<file path="src/hw/rtl/bmhq_pkg.sv">
// Shared types, codes and sizes for the binary min-heap queue unit.
`default_nettype none

package bmhq_pkg;

  localparam int CAPACITY_DEF = 64;
  localparam int WORD_W       = 32;
  localparam int COUNT_W      = 7;
  localparam int OPCODE_W     = 2;
  localparam int STATUS_W     = 2;

  typedef logic signed [WORD_W-1:0] word_t;

  typedef enum logic [OPCODE_W-1:0] {
    OP_QUERY  = 2'd0,
    OP_INSERT = 2'd1,
    OP_REMOVE = 2'd2
  } opcode_t;

  typedef enum logic [STATUS_W-1:0] {
    STATUS_OK        = 2'd0,
    STATUS_REM_EMPTY = 2'd1,
    STATUS_INS_FULL  = 2'd2
  } status_t;

  // Broadcast to every cell of the row for one beat.
  typedef struct packed {
    logic  ins;
    logic  rem;
    word_t value;
  } cell_ctrl_t;

endpackage

`default_nettype wire

</file>
<file path="src/hw/rtl/bmhq_cell.sv">
// One slot of the sorted cell row: holds a value and shifts it left or right.
`default_nettype none

module bmhq_cell (
  input  wire                   clk,
  input  bmhq_pkg::cell_ctrl_t  ctrl,
  input  wire                   valid,
  input  wire                   le_prev,
  input  bmhq_pkg::word_t       left_data,
  input  bmhq_pkg::word_t       right_data,
  output logic                  le,
  output bmhq_pkg::word_t       data,
  output bmhq_pkg::word_t       data_next
);
  import bmhq_pkg::*;

  // Values are kept in ascending order, so le is high for a prefix of the row.
  assign le = valid && (data <= ctrl.value);

  always_comb begin
    data_next = data;
    if (ctrl.rem) begin
      data_next = right_data;
    end else if (ctrl.ins) begin
      if (le) begin
        data_next = data;
      end else if (le_prev) begin
        data_next = ctrl.value;
      end else begin
        data_next = left_data;
      end
    end
  end

  always_ff @(posedge clk) begin
    if (ctrl.ins || ctrl.rem) begin
      data <= data_next;
    end
  end

endmodule

`default_nettype wire

</file>
<file path="config.mk">
export PLATFORM = sky130hd
export DESIGN_NAME = bmhq_cell
export DESIGN_NICKNAME = d
export VERILOG_FILES = /design/src/hw/rtl/bmhq_pkg.sv /design/src/hw/rtl/bmhq_cell.sv
export SDC_FILE = /design/constraint.sdc
export NUM_CORES = 1
export LEC_CHECK = 0
export BUFFER_PORTS_ARGS = -buffer_cell sky130_fd_sc_hd__buf_4
export CAP_MARGIN = 0
export CORE_MARGIN = 5
export CORE_UTILIZATION = 35
export DETAILED_ROUTE_END_ITERATION = 16
export PLACE_DENSITY = 0.74
export SLEW_MARGIN = 10
export SYNTH_ARGS = -nofsm -noshare
export SYNTH_HDL_FRONTEND = slang
export SYNTH_SLANG_ARGS = --single-unit
</file>
<file path="constraint.sdc">
create_clock -name clk -period 3.7 [get_ports clk]
set_input_delay 0 -clock clk [delete_from_list [all_inputs] [get_ports clk]]
set_output_delay 0 -clock clk [all_outputs]
set_load 0.01 [all_outputs]
</file>
==> flow_metrics.env <==
export IMPL_status="completed"
export IMPL_arrival_ns=3.30
export IMPL_rows=34
export IMPL_rsz0062_at_grt="false"
export IMPL_synth_top_area_cell="edfxtp_1"
export IMPL_maxCapViolations=0
export IMPL_multiInputGateArea_mm2=0.00197
export IMPL_wire_per_inst_um=18.1
export IMPL_grt_max_degree=97
export IMPL_relSlewSlack=0.343
export IMPL_synth_async_reset_ratio=0
export IMPL_dieArea_mm2=0.0110
export IMPL_top_register="data"
export IMPL_drt_pass1_iterations=7
export IMPL_cts_clk_slew_worst_paths_ns=0.09
export IMPL_clock_latency_ns=0.30
export IMPL_start_util=0.361
export IMPL_hold_buffers=0
export IMPL_p_total_mw=1.61
export IMPL_drcViolationCount=0
export IMPL_synth_area_top_cells="edfxtp_1 30%, ha_1 13%, mux2i_1 10%"
export IMPL_wirelength_um=10900
export IMPL_start_kind="register"
export IMPL_skew_ns=0.0155
export IMPL_synth_xor_area_share=0
export IMPL_synth_seq_cells=32
export IMPL_syn_cell_area_mm2=0.00316
export IMPL_core_area_mm2=0.00876
export IMPL_hold_viol_final=0
export IMPL_path_max_fanout=32
export IMPL_netlist_instances=344
export IMPL_ios=166
export IMPL_area_delta_synth_final_pct=44.6
export IMPL_clkSinkCount=32
export IMPL_syn_nets=477
export IMPL_synth_area_mux_share=0.101
export IMPL_power_density_mw_per_mm2=352
export IMPL_grt_pass1_wl_um=17200
export IMPL_worstPathCellList="ha_1, nand4_2, or4_4, o211a_1, a21oi_4, and3_4, o311ai_1, buf_4"
export IMPL_syn_avg_cell_area_um2=9.19
export IMPL_yosys_warnings=0
export IMPL_finalSetupTns_ns=0
export IMPL_yosys_area_share_simple=0.220
export IMPL_postRouteAntennaNets=0
export IMPL_layout_drive_gt1_share=0.393
export IMPL_synth_top_area_frac=0.304
export IMPL_layout_nets=626
export IMPL_clock_fmax_ghz=0.303
export IMPL_synth_edff_count=32
export IMPL_top_regs="data (32)"
export IMPL_crit_family="simple AND/OR/NAND/NOR gates"
export IMPL_cts_resized=0
export IMPL_die_y_um=105
export IMPL_routabilityCongestion=0.839
export IMPL_crit_slowest_cell="or4_4"
export IMPL_slowest_delay_ns=0.59
export IMPL_path_class="reg -> out"
export IMPL_cts_setup_buffers=0
export IMPL_antenna_cells=0
export IMPL_hold_slack_ns=0.0135
export IMPL_cp_required_ns=3.70
export IMPL_drtIter0Drc=148
export IMPL_htreeDepth=2
export IMPL_layout_min_cycle_time_ns=3.30
export IMPL_ir_drop_mv=0.145
export IMPL_grt_use_total=0.187
export IMPL_register_area_um2=961
export IMPL_gr_total_overflow=0
export IMPL_hpwl_um=8050
export IMPL_yosysSeqAreaShare=0.304
export IMPL_synth_compound_gate_area_share=0.168
export IMPL_cts_root_buf="clkbuf_8"
export IMPL_grt_pass1_vias=3459
export IMPL_synth_top_family_by_area="simple AND/OR/NAND/NOR gates"
export IMPL_largest_reg_flops=32
export IMPL_ys_types=32
export IMPL_hp_class="in -> reg"
export IMPL_clock_path_buffers=2
export IMPL_leakage_nw=2.19
export IMPL_worst_pin_slew_ns=0.985
export IMPL_endpoint_kind="output port"
export IMPL_cts_buffers=5
export IMPL_setup_viol=0
export IMPL_fp_dieW_um=105
export IMPL_nFillCells=837
export IMPL_cts_tree="built"
export IMPL_maxSlewViolCount=0
export IMPL_via_count=3276
export IMPL_via_per_inst=5.44
export IMPL_synthAdderAreaFrac=0.127
export IMPL_fin_crit_sh=0.893
export IMPL_io_buffer_count=165
export IMPL_cp_buffers_inverters=1
export IMPL_antenna_found_initial=0
export IMPL_yosys_most_used_dff="edfxtp_1"
==> cells in the mapped netlist, drive strengths merged (2+ instances only) <==
cell type and number:
ha 32, mux2i 32, o21ai 5, nand4 40, clkbuf 21, a21oi 17, nand2 41, buf 6
nor3 3, inv 34, or4 2, o311ai 32, nor2b 33, edfxtp 32, o211ai 2, nand3 3
==> power by group <==
part | internal (mW) | switching (mW) | total [mW]
clock | 0.200 | 0.158 | 0.357
combinational | 0.357 | 0.375 | 0.733
sequential | 0.471 | 0.0453 | 0.516
==> routing by layer <==
metal,vias to the layer above,part of all wire,GRT usage
met4,0,0.025,0.0648
met3,20,0.061,0.0358
met1,1530,0.42,0.230
met2,123,0.49,0.326
met5,-,0,0
li1,1603,-,-
==> layout make-up <==
type / count / area share
repair buffers: 169 / 0.278
multi-input cells: 251 / 0.430
well taps: 108 / 0.0296
clock buffers: 5 / 0.0151
clock inverters: 3 / 0.00931
inverters: 34 / 0.0279
flip-flops and latches: 32 / 0.210
==> kinds of logic after synthesis <==
logic type | Yosys count
and+or+nand+nor | 126
AOI/OAI and AO/OA | 61
buffers and inverters | 61
muxes | 32
adders and majority gates | 32
DFF | 32
==> tightest hold or removal path: stages <==
cell      delay, ns
buf_4          0.08
nand2_1        0.06
o311ai_2       0.07
==> cells in the final DEF (no fill, tap or decap) <==
| master | instances |
|---|---|
| a2111o_1 | 1 |
| o211a_1 | 1 |
| o311ai_2 | 10 |
| inv_1 | 34 |
| o21ai_4 | 1 |
| clkinv_2 | 1 |
| a21oi_4 | 1 |
| nor2_1 | 1 |
| a221oi_1 | 1 |
| nor2b_1 | 33 |
| and3_4 | 1 |
| or3b_2 | 1 |
| o21ai_0 | 3 |
| nand2_1 | 41 |
| or2_2 | 1 |
| ha_1 | 32 |
| nand4_2 | 1 |
| o21ai_1 | 1 |
| or4_4 | 1 |
| edfxtp_1 | 32 |
| o22a_1 | 1 |
| a21boi_0 | 1 |
| mux2i_1 | 32 |
| a21oi_1 | 16 |
| clkinvlp_4 | 1 |
| clkbuf_8 | 5 |
| nor3_1 | 3 |
| bufinv_16 | 1 |
| nand4_1 | 39 |
| o211ai_1 | 2 |
| buf_4 | 169 |
| nand3_1 | 3 |
| o311ai_1 | 22 |
| or4_1 | 1 |
==> per-stage QoR <==
stage / utilization / std cells / area [um^2] / setup slack, ns
after floorplan: - / 344 / 3160 / 0.819
after global routing: 0.521 / 602 / 4570 / 0.205
after CTS: 0.521 / 602 / 4570 / 0.387
final: 0.521 / 602 / 4570 / 0.396
after global placement: 0.509 / 594 / 4460 / 0.760
after detailed placement: 0.509 / 594 / 4460 / 0.620
==> final timing paths <==
path                         to  slack [ns]      startpoint  cells past startpoint
hold reg to reg         data[0]        0.84         data[0]                      4
setup reg to reg       data[13]        0.59        data[31]                      7
hold / removal         data[21]        0.01  right_data[21]                      3
setup / recovery  data_next[13]        0.40        data[31]                      8
Note: power is estimated with default switching activity, not from simulation.
